### src/hdl/sil_pkg.sv
package sil_pkg;

  localparam int WORD_W = 36;
  localparam int HALF_W = 18;

  localparam logic [WORD_W-1:0] LOADER_END = 36'o254000000001;
  localparam logic [WORD_W-1:0] PTR_STEP   = 36'o000001000001;
  localparam logic [HALF_W-1:0] OP_JUMPA   = 18'o324000;
  localparam logic [HALF_W-1:0] OP_JRST    = 18'o254000;

  // result queue between front and back
  localparam int QUEUE_DEPTH = 4;
  localparam int QPTR_W      = $clog2(QUEUE_DEPTH);
  localparam int QCNT_W      = $clog2(QUEUE_DEPTH + 1);

  typedef enum logic [1:0] {
    KIND_DEPOSIT,
    KIND_START,
    KIND_ERROR
  } kind_t;

  typedef struct packed {
    kind_t              kind;
    logic [HALF_W-1:0]  address;
    logic [WORD_W-1:0]  data;
  } result_t;

  typedef struct packed {
    logic push;
    logic finished;
  } front_status_t;

  typedef struct packed {
    logic full;
    logic empty;
  } queue_status_t;

endpackage

### src/hdl/sil_front.sv
module sil_front
  import sil_pkg::*;
(
  input  logic                clk,
  input  logic                rst,
  input  logic                take,
  input  logic [WORD_W-1:0]   image_word,
  input  logic                end_of_input,
  output result_t             res,
  output front_status_t       status
);

  typedef enum logic [1:0] {
    PH_SKIP,
    PH_HEADER,
    PH_DATA,
    PH_CHECK
  } phase_t;

  phase_t            phase, phase_next;
  logic              finished, finished_next;
  logic              store_en, store_en_next;
  logic [WORD_W-1:0] ptr, ptr_next;
  logic [WORD_W-1:0] csum, csum_next;
  logic [WORD_W-1:0] ptr_inc;
  logic              push;

  assign ptr_inc = ptr + PTR_STEP;

  always_comb begin
    phase_next    = phase;
    finished_next = finished;
    store_en_next = store_en;
    ptr_next      = ptr;
    csum_next     = csum;
    push          = 1'b0;
    res           = '{kind: KIND_DEPOSIT, address: '0, data: '0};
    if (take && !finished) begin
      if (end_of_input) begin
        push          = 1'b1;
        res.kind      = KIND_ERROR;
        finished_next = 1'b1;
      end else begin
        unique case (phase)
          PH_SKIP: begin
            if (image_word == LOADER_END) phase_next = PH_HEADER;
          end
          PH_HEADER: begin
            if (!image_word[WORD_W-1]) begin
              // end header: must be a jump
              push          = 1'b1;
              finished_next = 1'b1;
              if (image_word[WORD_W-1:HALF_W] == OP_JUMPA ||
                  image_word[WORD_W-1:HALF_W] == OP_JRST) begin
                res.kind    = KIND_START;
                res.address = image_word[HALF_W-1:0];
              end else begin
                res.kind    = KIND_ERROR;
              end
            end else begin
              ptr_next      = image_word;
              csum_next     = image_word;
              store_en_next = image_word[HALF_W-1:0] != '0;
              phase_next    = PH_DATA;
            end
          end
          PH_DATA: begin
            csum_next = {csum[WORD_W-2:0], csum[WORD_W-1]} + image_word;
            if (store_en) begin
              push        = 1'b1;
              res.kind    = KIND_DEPOSIT;
              res.address = ptr[HALF_W-1:0];
              res.data    = image_word;
            end
            ptr_next = ptr_inc;
            if (ptr_inc[WORD_W-1:HALF_W] == '0) phase_next = PH_CHECK;
          end
          PH_CHECK: begin
            if (image_word != csum) begin
              push          = 1'b1;
              res.kind      = KIND_ERROR;
              finished_next = 1'b1;
            end else begin
              phase_next = PH_HEADER;
            end
          end
        endcase
      end
    end
  end

  always_ff @(posedge clk) begin
    if (rst) begin
      phase    <= PH_SKIP;
      finished <= 1'b0;
      store_en <= 1'b0;
    end else begin
      phase    <= phase_next;
      finished <= finished_next;
      store_en <= store_en_next;
    end
    ptr  <= ptr_next;
    csum <= csum_next;
  end

  assign status = '{push: push, finished: finished};

endmodule

### src/hdl/sil_queue.sv
module sil_queue
  import sil_pkg::*;
(
  input  logic           clk,
  input  logic           rst,
  input  logic           push,
  input  result_t        wr_res,
  input  logic           pop,
  output result_t        rd_res,
  output queue_status_t  status
);

  result_t           slots [QUEUE_DEPTH];
  logic [QPTR_W-1:0] wr_ptr, rd_ptr;
  logic [QCNT_W-1:0] count;
  logic              do_push, do_pop;

  assign status.full  = count == QCNT_W'(QUEUE_DEPTH);
  assign status.empty = count == '0;
  assign do_push      = push && !status.full;
  assign do_pop       = pop && !status.empty;
  assign rd_res       = slots[rd_ptr];

  always_ff @(posedge clk) begin
    if (rst) begin
      wr_ptr <= '0;
      rd_ptr <= '0;
      count  <= '0;
    end else begin
      if (do_push) wr_ptr <= wr_ptr + 1'b1;
      if (do_pop)  rd_ptr <= rd_ptr + 1'b1;
      unique case ({do_push, do_pop})
        2'b10:   count <= count + 1'b1;
        2'b01:   count <= count - 1'b1;
        default: count <= count;
      endcase
    end
    if (do_push) slots[wr_ptr] <= wr_res;
  end

endmodule

### src/hdl/sil_back.sv
module sil_back
  import sil_pkg::*;
(
  input  logic     clk,
  input  logic     rst,
  input  logic     q_empty,
  input  result_t  q_res,
  output logic     q_pop,
  output logic     out_valid,
  input  logic     out_stall,
  output result_t  out_res
);

  // output register: refill when empty or when the held word leaves
  assign q_pop = !q_empty && (!out_valid || !out_stall);

  always_ff @(posedge clk) begin
    if (rst) begin
      out_valid <= 1'b0;
    end else if (!out_valid || !out_stall) begin
      out_valid <= !q_empty;
    end
    if (q_pop) out_res <= q_res;
  end

endmodule

### src/hdl/sblk_image_loader_top.sv
// SBLK image loader.
// Input channel: one 36-bit image word (or an end-of-input mark) per word,
// accepted when in_valid is high and in_stall low. Output channel: one
// result word (kind, address, data) when out_valid is high and out_stall
// low. Kinds: deposit, start address found, format error.
// Loader words are skipped up to JRST 1; blocks are then parsed, each data
// word of a non-symbol block giving a deposit. An end header gives the start
// PC; a bad jump, checksum mismatch or end of input gives a format error.
// After a start or an error, input is still accepted but ignored.
// Throughput: one word per cycle while the queue has room. The front parser
// settles each word in the cycle it is accepted; the result enters a 4-entry
// queue at that edge and moves on to the output register in queue order once
// the register is empty or its held word leaves, which raises out_valid.
// When the receiver stalls, the output register holds its word and the
// queue fills; in_stall rises only once the queue is full.
// Reset (rst, synchronous) returns the parser to skipping loader words and
// empties the queue and the output register.
module sblk_image_loader_top
  import sil_pkg::*;
(
  input  logic              clk,
  input  logic              rst,
  input  logic              in_valid,
  output logic              in_stall,
  input  logic [WORD_W-1:0] image_word,
  input  logic              end_of_input,
  output logic              out_valid,
  input  logic              out_stall,
  output logic [1:0]        kind,
  output logic [HALF_W-1:0] address,
  output logic [WORD_W-1:0] data
);

  front_status_t f_status;
  queue_status_t q_status;
  result_t       f_res, q_res, o_res;
  logic          take, q_pop;

  // front accepts whenever the queue has room
  assign in_stall = q_status.full;
  assign take     = in_valid && !in_stall;

  sil_front u_front (
    .clk          (clk),
    .rst          (rst),
    .take         (take),
    .image_word   (image_word),
    .end_of_input (end_of_input),
    .res          (f_res),
    .status       (f_status)
  );

  sil_queue u_queue (
    .clk    (clk),
    .rst    (rst),
    .push   (f_status.push),
    .wr_res (f_res),
    .pop    (q_pop),
    .rd_res (q_res),
    .status (q_status)
  );

  sil_back u_back (
    .clk       (clk),
    .rst       (rst),
    .q_empty   (q_status.empty),
    .q_res     (q_res),
    .q_pop     (q_pop),
    .out_valid (out_valid),
    .out_stall (out_stall),
    .out_res   (o_res)
  );

  assign kind    = o_res.kind;
  assign address = o_res.address;
  assign data    = o_res.data;

`ifndef SYNTHESIS
  // nothing is produced once the stream has finished
  a_quiet_after_finish: assert property (@(posedge clk) disable iff (rst)
    f_status.finished |-> !f_status.push)
    else $error("result pushed after stream finished");

  // a push never meets a full queue
  a_no_overflow: assert property (@(posedge clk) disable iff (rst)
    f_status.push |-> !q_status.full)
    else $error("push into full queue");

  // only deposits carry data
  a_data_zero: assert property (@(posedge clk) disable iff (rst)
    out_valid && o_res.kind != KIND_DEPOSIT |-> data == '0)
    else $error("non-deposit result with data");

  // the output register is only loaded from a non-empty queue
  a_load_source: assert property (@(posedge clk) disable iff (rst)
    !$past(out_valid) && out_valid |-> !$past(q_status.empty))
    else $error("output loaded from empty queue");
`endif

endmodule

### config.mk
export PLATFORM = sky130hd
export DESIGN_NAME = sblk_image_loader_top
export DESIGN_NICKNAME = d
export VERILOG_FILES = /design/src/hdl/sil_pkg.sv /design/src/hdl/sil_front.sv /design/src/hdl/sil_queue.sv /design/src/hdl/sil_back.sv /design/src/hdl/sblk_image_loader_top.sv
export SDC_FILE = /design/constraint.sdc
export NUM_CORES = 1
export LEC_CHECK = 0
export BUFFER_PORTS_ARGS = -buffer_cell sky130_fd_sc_hd__buf_4
export CORE_ASPECT_RATIO = 1.5
export CORE_MARGIN = 2
export CORE_UTILIZATION = 39
export DETAILED_ROUTE_END_ITERATION = 10
export PLACE_DENSITY = 0.63
export SKIP_CTS_REPAIR_TIMING = 1
export SYNTH_ARGS = -nofsm -noshare
export SYNTH_HDL_FRONTEND = slang
export SYNTH_SLANG_ARGS = --single-unit
### constraint.sdc
create_clock -name clk -period 5.1 [get_ports clk]
set_input_delay 0 -clock clk [delete_from_list [all_inputs] [get_ports clk]]
set_output_delay 0 -clock clk [all_outputs]
set_load 0.01 [all_outputs]
# Word level (Yosys, flattened, before mapping)
# Memory sizes are Yosys's and may differ from the RTL's. A register that Yosys moved wholly into a read port is not among the register bits.
# Index checks and enable logic that the tools add are counted.
[totals]
register_bits = 84
ram_bits = 224
output_inout_bits = 58
word_cells = 88
mem_count = 1
[op_classes]
n_addsub = 6
n_eq_ne = 16
mux = 32
n_bitwise = 1
reduce_logical = 23
[mem_list]
columns = ["memory", "depth", "word_bits", "rd", "rd_clocked_by_memory_dff", "wr", "line_no", "text"]
rows = [
  ["u_queue.slots", 4, 56, 1, 1, 1, "sil_queue.sv:13", "result_t slots [QUEUE_DEPTH];"],
]
[op_table]
columns = ["op", "n"]
rows = [
  ["36-bit one-hot mux with 2 select lines", 2],
  ["54-bit two-way mux", 2],
  ["36-bit two-way mux", 2],
  ["56-bit two-way mux", 1],
  ["36-bit by 19-bit adder with 36-bit output, second input constant", 1],
  ["36-bit adder", 1],
  ["18-bit by 17-bit == test with 1-bit output, second input constant", 2],
  ["36-bit by 35-bit == test with 1-bit output, second input constant", 1],
  ["36-bit != test", 1],
  ["18-bit one-hot mux with 2 select lines", 1],
  ["20-bit two-way mux", 1],
  ["18-bit zero test", 1],
  ["18-bit two-way mux", 1],
  ["18-bit nonzero test", 1],
  ["2-bit two-way mux", 7],
  ["4-bit AND reduction", 3],
  ["1-bit two-way mux", 10],
  ["2-bit one-hot mux with 4 select lines", 1],
  ["2-bit == test, second input constant", 3],
  ["2-bit one-hot mux with 3 select lines", 1],
  ["3-bit one-hot mux with 2 select lines", 1],
  ["6-bit AND reduction", 1],
  ["1-bit logical AND", 5],
  ["1-bit zero test", 5],
  ["17 further kinds", 23],
]

# Logic depth before layout (Yosys ltp)
# Gate-level depths: netlist of run 1.
[logic_depth]
word_depth = 8
depth_mapped = 13
mapped_depth_nobuf = 12

# Cells and area by module
# A second synthesis of run 1 with hierarchy kept.
[unflattened]
cells_unflattened = 1222
area_unflattened_um2 = 17476.8
[modules_own_cells]
columns = ["mod", "instances", "cells_each", "area_per_inst_um2", "seq_area_each_um2"]
rows = [
  ["sil_queue", 1, 346, 8590.7, 6906.6],
  ["sil_front", 1, 815, 7153.1, 2242.2],
  ["sil_back", 1, 60, 1719.1, 1701.6],
  ["sblk_image_loader_top", 1, 1, 13.8, 0.0],
]

# Worst setup path after synthesis of run 1
# No wires, ideal clock.
[synth_timing]
path_kind = "flip-flop to flip-flop"
start = "register u_queue.count[0]"
end = "register u_front.csum[0], enable pin"
setup_time_ns = 0.503
t_arrival_ns = 4.861
required_ns = 4.597
path_slack_ns = -0.264
stages_incl_launch_ff = 8
path_buffers = 2
synth_period_minus_slack_ns = 5.364
cell_sequence = "dfxtp_1 -> nor3b_1 -> or3b_2 -> nor2_1 -> clkbuf_1 -> nand2_1 -> clkbuf_1 -> nor2_1"
[synth_via]
elab_chain_len = 5
[synth_lines]
columns = ["item", "line_no", "text"]
rows = [
  ["from (decl)", "sil_queue.sv:15", "logic [QCNT_W-1:0] count;"],
  ["from (signal assigned)", "sil_queue.sv:33", "2'b10: count <= count + 1'b1;"],
  ["from (signal assigned)", "sil_queue.sv:34", "2'b01: count <= count - 1'b1;"],
  ["from (signal assigned)", "sil_queue.sv:35", "default: count <= count;"],
  ["3-bit == test", "sil_queue.sv:18", "assign status.full = count == QCNT_W'(QUEUE_DEPTH);"],
  ["named net in_stall", "sblk_image_loader_top.sv:24", "output logic in_stall,"],
  ["1-bit zero test", "sblk_image_loader_top.sv:41", "assign take = in_valid && !in_stall;"],
  ["1-bit logical AND", "sblk_image_loader_top.sv:41", ""],
  ["1-bit logical AND", "sil_front.sv:38", "if (take && !finished) begin"],
  ["4-bit AND reduction (no source line)", "--", ""],
  ["to (signal assigned)", "sil_front.sv:103", "csum <= csum_next;"],
  ["to (decl)", "sil_front.sv:24", "logic [WORD_W-1:0] csum, csum_next;"],
]
# The timed path passes the listed nets, and every way through them passes these cells.
# A chain may end at the register's enable or synchronous reset.

# Final worst setup path of run 1
[layout_timing]
start = "register u_queue.count[0]"
end = "register u_front.csum[27], enable pin"
[layout_via]
elab_chain_len = 5
[layout_lines]
columns = ["item", "line_no"]
rows = [
  ["3-bit == test", "sil_queue.sv:18"],
  ["1-bit zero test", "sblk_image_loader_top.sv:41"],
  ["1-bit logical AND", "sblk_image_loader_top.sv:41"],
  ["1-bit logical AND", "sil_front.sv:38"],
  ["4-bit AND reduction (no source line)", "--"],
]
# Every way passes these cells.

==> impl_metrics.yaml, run 1 <==
cells_and_area:
  nets: 1433
  area_growth_pct: 17.0
  fin_util_pct: 46.1
  drive_gt1_share_pct: 19.0
  diodes: 0
power_and_ir_drop:
  power.density_mw_per_mm2: 399
  leakage_uw: 0.00694
  peakVddDrop_mv: 0.290
  total_power_uw: 8060
timing:
  max_freq_mhz: 295
  drv_slew: 0
  final.period_utilization_pct: 66.5
  maxSlewHeadroom_pct: 13.2
  layout_setup_ws_ns: 1.71
  grt_setup_unrepaired: "no"
  setup_viol: 0
  whs_ns: 0.331
  tns_ns: 0
  hold_viol: 0
  tightest_slew_ns: 1.30
  skew_ns: 0.0252
  period_needed_ns: 3.39
hold_path:
  hp-start: "rst"
  min_to: "u_queue.rd_ptr[0]$_SDFFE_PP0P_"
  whs_path_depth: 3
  hp-class: "input pin to flop"
synth:
  avgSynthCellArea_um2: 14.2
  yosysUniqueCellTypes: 70
  synth.top_cell.area_share_pct: 61.1
  yosysWarnings: 0
  syn_area_mm2: 0.0173
  synth_area_leaders: "edfxtp_1, mux4_2, ha_1, xor2_1, nor2_1"
  synth_area_leader_cell: "edfxtp_1"
  synth_ff_type: "edfxtp_1"
  yosysSeqAreaShare_pct: 62.5
  ys_ff_latch: 364
  yosys-top-cells-count: "edfxtp_1, nor2_1, xor2_1, nand2_1, mux4_2"
  async_flop_share_pct: 0
  synth_nets: 1305
  syn_inst: 1216
  synth_edf_count: 352
  synth_most_common_cell: "edfxtp_1"
clock_network:
  clk_pin_slew_ns: 0.06
  cts_buffers: 35
  cts-root-buf: "clkbuf_16"
  cts.path.max_buffers: 3
  htreeDepth: 2
  cts_tree: "built"
  clock_latency_ns: 0.54
  clock_sinks: 364
placement:
  port_buffers: 98
  gp_congestion: 0.900
  place_hpwl_um: 27700
  pre_cts_ws_ns: 1.71
drt:
  first_iter_violations: 723
  drt-total-wl_um: 41400
  viasPerCell: 5.63
  drt-wirelength-per-cell_um: 21.3
  remaining_drc_errors: 0
  first_pass_iters: 5
  vias: 10900
  ant_nets: 0
critical_path:
  r2r_start: "u_queue.count[0]$_SDFFE_PP0P_"
  r2r_cells: 7
  critPathLaunchType: "flop"
  path_max_fanout: 58
  critPathKind: "flop to flop"
  critPathCaptureType: "flop"
  cp_data_arrival_time_ns: 3.58
  worst_r2r_endpoint: "u_front.csum[27]$_DFFE_PP_"
  worstPathRequired_ns: 5.29
  r2r_slack_ns: 1.71
floorplanning:
  die_h_um: 262
  io_pins: 99
  die_w_um: 176
  core_area_mm2: 0.0439
  num_rows: 94
  initial_core_util_pct: 39.4
  dieArea_mm2: 0.0461
global_routing:
  track_usage_pct: 17.8
  grt_max_degree: 88
  grt_pass1_vias: 10700
  grt_pass1_wl_um: 62800
  overflow: 0
  antenna_found_initial: 0
outcome:
  status: "complete, no violations"
flow_run:
  maxCapViolations: 0
[critical path, cell delays in order, from the launching register on]
cell and delay, ns:
dfxtp_1 0.42, nor3b_1 0.12, or3b_2 0.49, nor2_2 0.09, buf_4 0.38, nand2_1 0.50, nor2_4 0.60, buf_12 0.37
[kinds of logic (layout without fill, tap and decap cells)]
logic type	count (synthesis)	count (layout)	share of synthesized area, %
AOI/OAI and AO/OA	212	212	8.47
xor gates and xnor gates	91	91	4.61
adders and majority gates	48	48	3.56
buffers and inverters	81	231	1.84
DFF	364	364	62.5
muxes	79	79	8.77
and+or+nand+nor	341	341	10.3
[sequential cells by signal, summed over array words and instances (netlist names)]
name,count
u_front.finished,1
u_queue.rd_ptr,2
u_front.csum,36
u_front.store_en,1
u_back.out_valid,1
u_back.out_res,56
u_queue.slots,224
u_front.phase,2
u_queue.wr_ptr,2
u_queue.count,3
u_front.ptr,36
[metal layers]
| metal | track usage (%) | wire (um) | vias up | share of wire (%) |
|---|---|---|---|---|
| li1 | - | - | 5050 | - |
| met1 | 20.8 | 16100 | 5526 | 39 |
| met2 | 32.8 | 22300 | 278 | 54 |
| met3 | 2.45 | 1530 | 74 | 3.7 |
| met4 | 7.58 | 1520 | 0 | 3.7 |
| met5 | 0 | 0 | - | 0 |
[power by group]
group	switching, uW	internal, uW
Clock	1110	1580
Sequential	156	3720
Combinational	777	728
Total	2040	6030
[cell usage in the layout (no fill, tap or decap), drive strengths merged, types with 7 or more instances in the layout]
cell / instances
o21ai: 36
edfxtp: 352
and2: 12
o31ai: 10
dfxtp: 12
clkbuf: 41
a21o: 19
o21a: 8
nor2: 82
dlygate4sd3: 42
ha: 46
xnor2: 28
mux4: 56
a31oi: 10
a21oi: 51
nand2: 62
xor2: 63
nor3: 18
buf: 106
inv: 23
nor4: 19
clkinv: 13
o211ai: 7
and4: 9
and3: 45
a22oi: 19
mux2: 20
nand4: 26
nor2b: 8
nand3: 29
nor3b: 7
[worst max-delay path by stage]
stage                                         startpoint                            end  depth (start not counted)
after floorplan            u_queue.count[0]$_SDFFE_PP0P_  u_queue.count[2]$_SDFFE_PP0P_                          7
after global placement    u_front.csum[35]$_SDFFCE_PN1P_  u_queue.count[2]$_SDFFE_PP0P_                         12
after detailed placement  u_front.csum[35]$_SDFFCE_PN1P_  u_queue.count[2]$_SDFFE_PP0P_                         12
after CTS                 u_front.csum[35]$_SDFFCE_PN1P_  u_queue.count[2]$_SDFFE_PP0P_                         12
after global routing           u_front.csum[7]$_DFFE_PP_     u_front.csum[34]$_DFFE_PP_                          9
final                      u_queue.count[0]$_SDFFE_PP0P_     u_front.csum[27]$_DFFE_PP_                          7
[through the flow]
stage,std cells,area (um2)
6_report,1942,20200
5_1_grt,1942,20200
4_1_cts,1900,19800
3_5_place_dp,1841,18600
3_3_place_gp,1841,18600
2_1_floorplan,1216,17300
[area by class of cell]
class	instances	area, um2
fill	3804	23600
sequential	364	10800
multi-input combinational	771	6200
timing repair buffer	148	1230
clock buffer	41	941
tap	576	721
clock inverter	18	234
inverter	24	90.1
Power figures use the tool's default switching activity.
==> run 2: changes to the inputs <==
--- a/config.mk
+++ b/config.mk
@@ -10,7 +10,7 @@
 export CORE_MARGIN = 2
 export CORE_UTILIZATION = 39
 export DETAILED_ROUTE_END_ITERATION = 10
-export PLACE_DENSITY = 0.63
+export PLACE_DENSITY = 0.61
 export SKIP_CTS_REPAIR_TIMING = 1
 export SYNTH_ARGS = -nofsm -noshare
 export SYNTH_HDL_FRONTEND = slang
==> constraint.sdc (replaced) <==
create_clock -name clk -period 3.25 [get_ports clk]
set_input_delay 0 -clock clk [delete_from_list [all_inputs] [get_ports clk]]
set_output_delay 0 -clock clk [all_outputs]
set_load 0.01 [all_outputs]
==> run 2 against run 1 <==
  * Clock power is 58% higher
  * Clock-buffer cell count down 1
  * Setup slack worse by 1.5 ns
  * First-iteration DRC count up 11%
  * Critical path type unchanged
  * Hold slack worse by 0.31 ns
  * Critical endpoint is now u_front.csum[35]$_SDFFCE_PN1P_
  * Register-to-register slack worse by 1.5 ns
  * Global-route usage up 0.51 points
  * Routed wire length grew 1.4%
  * Flip-flop and latch count did not move
==> impl_metrics.yaml, run 2 (synthesized netlist as in run 1, its figures left out) <==
clock_network:
  htreeDepth: 2
  clock_latency_ns: 0.54
  clock_sinks: 364
  cts.path.max_buffers: 3
  clk_pin_slew_ns: 0.07
  cts_tree: "built"
  cts_buffers: 36
  cts-root-buf: "clkbuf_16"
cells_and_area:
  layout_common_cells: "edfxtp_1, buf_4, nor2_1"
  diodes: 0
  final_common_cell: "edfxtp_1"
  drive_gt1_share_pct: 21.1
  largest_reg_flops: 224
  top_regs: "u_queue.slots x224, u_back.out_res x56"
  area_growth_pct: 18.5
  multi_input_area_mm2: 0.00621
  seqCellArea_mm2: 0.0108
  nFillCells: 3848
  top_register: "u_queue.slots"
  nets: 1459
floorplanning:
  die_h_um: 262
  num_rows: 94
  core_area_mm2: 0.0439
  die_w_um: 176
  dieArea_mm2: 0.0461
  initial_core_util_pct: 39.4
  io_pins: 99
drt:
  viasPerCell: 5.53
  first_pass_iters: 6
  drt-total-wl_um: 42000
  ant_nets: 0
  remaining_drc_errors: 0
  first_iter_violations: 801
  drt-wirelength-per-cell_um: 21.3
  vias: 10900
critical_path:
  r2r_cells: 10
  path_max_fanout: 6
  worst_r2r_endpoint: "u_front.csum[35]$_SDFFCE_PN1P_"
  crit_start: "u_front.csum[2]$_DFFE_PP_"
  worstPathRequired_ns: 3.50
  critPathLaunchType: "flop"
  r2r_slack_ns: 0.17
  r2r_start: "u_front.csum[2]$_DFFE_PP_"
  critPathKind: "flop to flop"
  cp_data_arrival_time_ns: 3.33
  critPathCaptureType: "flop"
global_routing:
  grt_pass1_vias: 11300
  track_usage_pct: 18.3
  overflow: 0
  antenna_found_initial: 0
  grt_max_degree: 73
  grt_pass1_wl_um: 64600
timing:
  final.period_utilization_pct: 94.8
  setup_viol: 0
  tightest_slew_ns: 0.864
  tns_ns: 0
  period_needed_ns: 3.08
  grt_setup_unrepaired: "no"
  hold_viol: 0
  skew_ns: 0.0184
  maxSlewHeadroom_pct: 42.4
  max_freq_mhz: 325
  drv_slew: 0
hold_path:
  whs_path_depth: 4
  min_to: "u_front.store_en$_SDFFE_PP0P_"
  hp-class: "input pin to flop"
  hp-start: "image_word[35]"
power_and_ir_drop:
  peakVddDrop_mv: 0.453
  leakage_uw: 0.00709
  total_power_uw: 12800
  power.density_mw_per_mm2: 623
placement:
  gp_congestion: 0.879
  port_buffers: 98
  place_hpwl_um: 28700
outcome:
  status: "complete, no violations"
flow_run:
  maxCapViolations: 0
run 2: changes by cell type in the layout (fill, tap and decap cells not counted), moves of 2 or more:
cell | before | now
buf_4 | 105 | 127
inv_6 | 0 | 5
clkinv_2 | 3 | 7
buf_12 | 1 | 7
and2_2 | 0 | 4
clkinvlp_4 | 1 | 3
clkinv_4 | 3 | 0
dlygate4sd3_1 | 42 | 39
and2_4 | 5 | 1
run 2: worst max path at each step:
| stage | end | slack [ns] | cells after the start |
|---|---|---|---|
| after detailed placement | u_front.csum[34]$_DFFE_PP_ | 0.10 | 11 |
| final | u_front.csum[35]$_SDFFCE_PN1P_ | 0.17 | 10 |
| after CTS | u_front.csum[34]$_DFFE_PP_ | 0.10 | 11 |
| after global routing | u_front.csum[15]$_DFFE_PP_ | 0.02 | 9 |
| after floorplan | u_front.csum[0]$_DFFE_PP_ | 0.01 | 7 |
| after global placement | u_front.csum[34]$_DFFE_PP_ | 0.13 | 11 |
run 2: per-layer routing:
layer  wire (um)  up-vias  track usage (%)
met4        1750        0             8.29
met1       16400     5443             21.1
met2       22400      287             34.2
met5           0        -                0
li1            -     5085                -
met3        1490       92             2.04
run 2: layout make-up:
cell class                      count  area share [%]
Clock buffer                       40            4.57
Timing Repair Buffer              173            7.24
Sequential cell                   364            52.8
Clock inverter                     24            1.17
Multi-Input combinational cell    771            30.3
Inverter                           24           0.440
Tap cell                          576            3.52
run 2: metrics by stage:
stage | utilization, % | cells | area, um2 | worst slack, ns | hold WS, ns
after floorplan | - | 1216 | 17300 | 0.0132 | 0.145
after global placement | 43.1 | 1869 | 18900 | 0.132 | 0.284
after detailed placement | 43.1 | 1869 | 18900 | 0.104 | 0.292
after CTS | 45.8 | 1933 | 20100 | 0.104 | -0.274
after global routing | 46.7 | 1972 | 20500 | 0.0165 | 0.0148
final | 46.7 | 1972 | 20500 | 0.170 | 0.0168
run 2: critical path, cell delays in order, from the launching register on:
cell,delay (ns)
edfxtp_1,0.41
ha_1,0.39
o21ai_0,0.14
o21ai_0,0.44
nor4bb_1,0.37
o31ai_1,0.13
buf_4,0.16
a31oi_1,0.31
o22ai_1,0.13
xnor2_1,0.22
nand2_1,0.08
run 2: report_power, final:
group | switching [uW] | internal (uW) | leakage (uW) | total [uW]
registers | 216 | 5840 | 0.00335 | 6050
clock network | 1810 | 2420 | 0.000574 | 4230
logic | 1280 | 1210 | 0.00316 | 2490
==> run 3: changes to the inputs <==
--- a/config.mk
+++ b/config.mk
@@ -5,6 +5,7 @@
 export SDC_FILE = /design/constraint.sdc
 export NUM_CORES = 1
 export LEC_CHECK = 0
+export ABC_AREA = 1
 export BUFFER_PORTS_ARGS = -buffer_cell sky130_fd_sc_hd__buf_4
 export CORE_ASPECT_RATIO = 1.5
 export CORE_MARGIN = 2
==> run 3 against run 2 <==
  * The flow now finishes with violations (negative hold slack)
  * Sequential share of layout area down 1.4 points
  * Highest routed layer unchanged
  * Clock-buffer cell count up 4
  * Largest power group unchanged
  * Clock power down 3%
  * Setup slack better by 0.12 ns
  * Routed wire length up 22%
  * Maximum frequency up 4.2%
  * Cell count up 32%
==> impl_metrics.yaml, run 3 <==
outcome:
  status: "complete, but fails checks"
  violations: "negative hold slack"
placement:
  placed_cells_incl_taps: 2510
  place_hpwl_um: 37000
  gp_congestion: 0.966
  place_area_mm2: 0.0196
  port_buffers: 98
cells_and_area:
  top_regs: "u_queue.slots x224, u_back.out_res x56"
  layout.cells.non_filler: 2602
  multi_input_area_mm2: 0.00643
  area_growth_pct: 16.9
  nets: 2079
  top_register: "u_queue.slots"
  final_common_cell: "nand2_1"
  fin_util_pct: 46.1
  largest_reg_flops: 224
  finish.instance_area_mm2: 0.0211
  diodes: 0
  seqCellArea_mm2: 0.0108
  drive_gt1_share_pct: 10.9
  layout_common_cells: "nand2_1, edfxtp_1, nor2_1"
  nFillCells: 4318
drt:
  drt-wirelength-per-cell_um: 19.7
  met2_wirelength_um: 25600
  first_iter_violations: 1014
  wl_met1_um: 20500
  remaining_drc_errors: 0
  maxUsedRoutingLayer: "met4"
  wl_met3_um: 2410
  first_pass_iters: 6
  vias: 14000
  ant_nets: 0
  drt-total-wl_um: 51300
  viasPerCell: 5.37
synth:
  ys_ff_latch: 364
  yosysSeqAreaShare_pct: 60.0
  yosysWarnings: 0
  synth_edf_count: 352
  syn_area_mm2: 0.0180
  synth_ff_type: "edfxtp_1"
  syn_inst: 1856
  yosysUniqueCellTypes: 45
  yosys-top-cells-count: "nand2_1, edfxtp_1, nor2_1, o21ai_0, inv_1"
  synth_area_leaders: "edfxtp_1, nand2_1, nor2_1, o21ai_0, inv_1"
  synth.top_cell.area_share_pct: 58.7
  synth_most_common_cell: "nand2_1"
  async_flop_share_pct: 0
  synth_area_leader_cell: "edfxtp_1"
  synth_nets: 1945
  avgSynthCellArea_um2: 9.70
timing:
  setup_viol: 0
  hold_viol: 2
  drv_slew: 0
  period_needed_ns: 2.96
  grt_setup_unrepaired: "no"
  skew_ns: 0.0175
  maxSlewHeadroom_pct: 46.9
  max_freq_mhz: 338
  final.period_utilization_pct: 91.0
  whs_ns: -0.0235
  tightest_slew_ns: 0.797
power_and_ir_drop:
  peakVddDrop_mv: 0.402
  clkPwrFrac_pct: 31.2
  cellInternalPower_uw: 9320
  leakage_uw: 0.00798
  p_comb_share_pct: 22.8
  total_power_uw: 13100
  p_switching_uw: 3800
  p_sw_share_pct: 29.0
  seqPwrFrac_pct: 46.0
  power.density_mw_per_mm2: 623
clock_network:
  cts_tree: "built"
  clock_latency_ns: 0.54
  cts-root-buf: "clkbuf_16"
  clock_sinks: 364
  cts_buffers: 36
  htreeDepth: 2
  clk_pin_slew_ns: 0.07
  cts.path.max_buffers: 3
critical_path:
  critPathKind: "flop to flop"
  path_max_fanout: 5
  worstPathRequired_ns: 3.71
  critPathLaunchType: "flop"
  cp_data_arrival_time_ns: 3.42
  critPathCaptureType: "flop"
global_routing:
  grt_pass1_wl_um: 78100
  overflow: 0
  grt_pass1_vias: 13800
  grt_max_degree: 115
  antenna_found_initial: 0
  track_usage_pct: 21.0
floorplanning:
  initial_core_util_pct: 39.5
  io_pins: 99
  die_w_um: 179
  core_area_mm2: 0.0456
  die_h_um: 267
  dieArea_mm2: 0.0479
  num_rows: 96
flow_run:
  maxCapViolations: 0
hold_path:
  hp-class: "input pin to flop"
## run 3: cell types whose count changed after synthesis, sizes merged, moves of 20 or more
cell / previous run / this run
mux2: 20 / 0
mux4: 56 / 0
xor2: 63 / 9
o21ai: 36 / 186
nand3: 29 / 71
nand2: 62 / 372
a21oi: 51 / 74
inv: 23 / 158
o22ai: 2 / 70
and3: 45 / 0
nor3: 18 / 42
nor2: 82 / 285
## run 3: stage by stage
step	TNS (ns)	setup WS (ns)
after floorplan	-17.36	-0.0775
after global placement	0	0.306
after detailed placement	0	0.281
after CTS	0	0.250
after global routing	0	0.100
final	0	0.294
## run 3: cell families (layout without fill, tap and decap cells)
| logic type | Yosys count | after routing | share of synthesized area (%) |
|---|---|---|---|
| flip-flops | 364 | 364 | 60.0 |
| buffers and inverters | 220 | 378 | 4.60 |
| XOR/XNOR | 40 | 40 | 1.95 |
| AND/OR/NAND/NOR | 821 | 821 | 19.0 |
| AO/OA/AOI/OAI | 363 | 363 | 11.0 |
| adder cells (fa/ha/maj) | 48 | 48 | 3.42 |
## run 3: worst max-delay path: stages, from the launching register on
cell	delay, ns
edfxtp_1	0.42
or2_2	0.31
nand3_1	0.08
nor2_1	0.04
nand2_1	0.12
nor2_1	0.06
nand3_1	0.18
nand2_1	0.14
nand3_1	0.09
nand2_1	0.07
nand2_1	0.13
nand2_1	0.09
ha_1	0.26
fa_1	0.41
a21oi_1	0.14
o21a_1	0.15
o21ai_0	0.07
a21oi_1	0.13
## run 3: layer usage
layer / vias up / GRT usage (%)
li1: 6724 / -
met1: 6702 / 25.0
met2: 412 / 37.2
met3: 136 / 2.43
met4: 0 / 11.2
met5: - / 0
## run 3: path summary, 6_finish.rpt
path              slack (ns)                              to  cells after the start                     startpoint
hold reg to reg         0.47   u_queue.count[2]$_SDFFE_PP0P_                      1  u_queue.count[2]$_SDFFE_PP0P_
setup reg to reg        0.29   u_queue.count[2]$_SDFFE_PP0P_                     17      u_front.csum[6]$_DFFE_PP_
setup / recovery        0.29   u_queue.count[2]$_SDFFE_PP0P_                     17      u_front.csum[6]$_DFFE_PP_
hold / removal         -0.02  u_front.csum[35]$_SDFFCE_PN1P_                      3                 image_word[35]
## run 3: power groups by stage
stage | combinational, uW | sequential [uW] | clock [uW]
floorplan | 1450 | 6340 | 0
global placement | 2950 | 6140 | 0
detailed placement | 3010 | 6150 | 0
CTS | 3020 | 6050 | 4180
global route | 3300 | 6090 | 4330
finish | 2990 | 6040 | 4090
## run 3: cell type report
type / count / area share (%)
Inverter: 159 / 2.83
Clock buffer: 44 / 4.42
Clock inverter: 18 / 0.956
Multi-Input combinational cell: 1272 / 30.5
Sequential cell: 364 / 51.3
Timing Repair Buffer: 157 / 6.43
Tap cell: 588 / 3.49
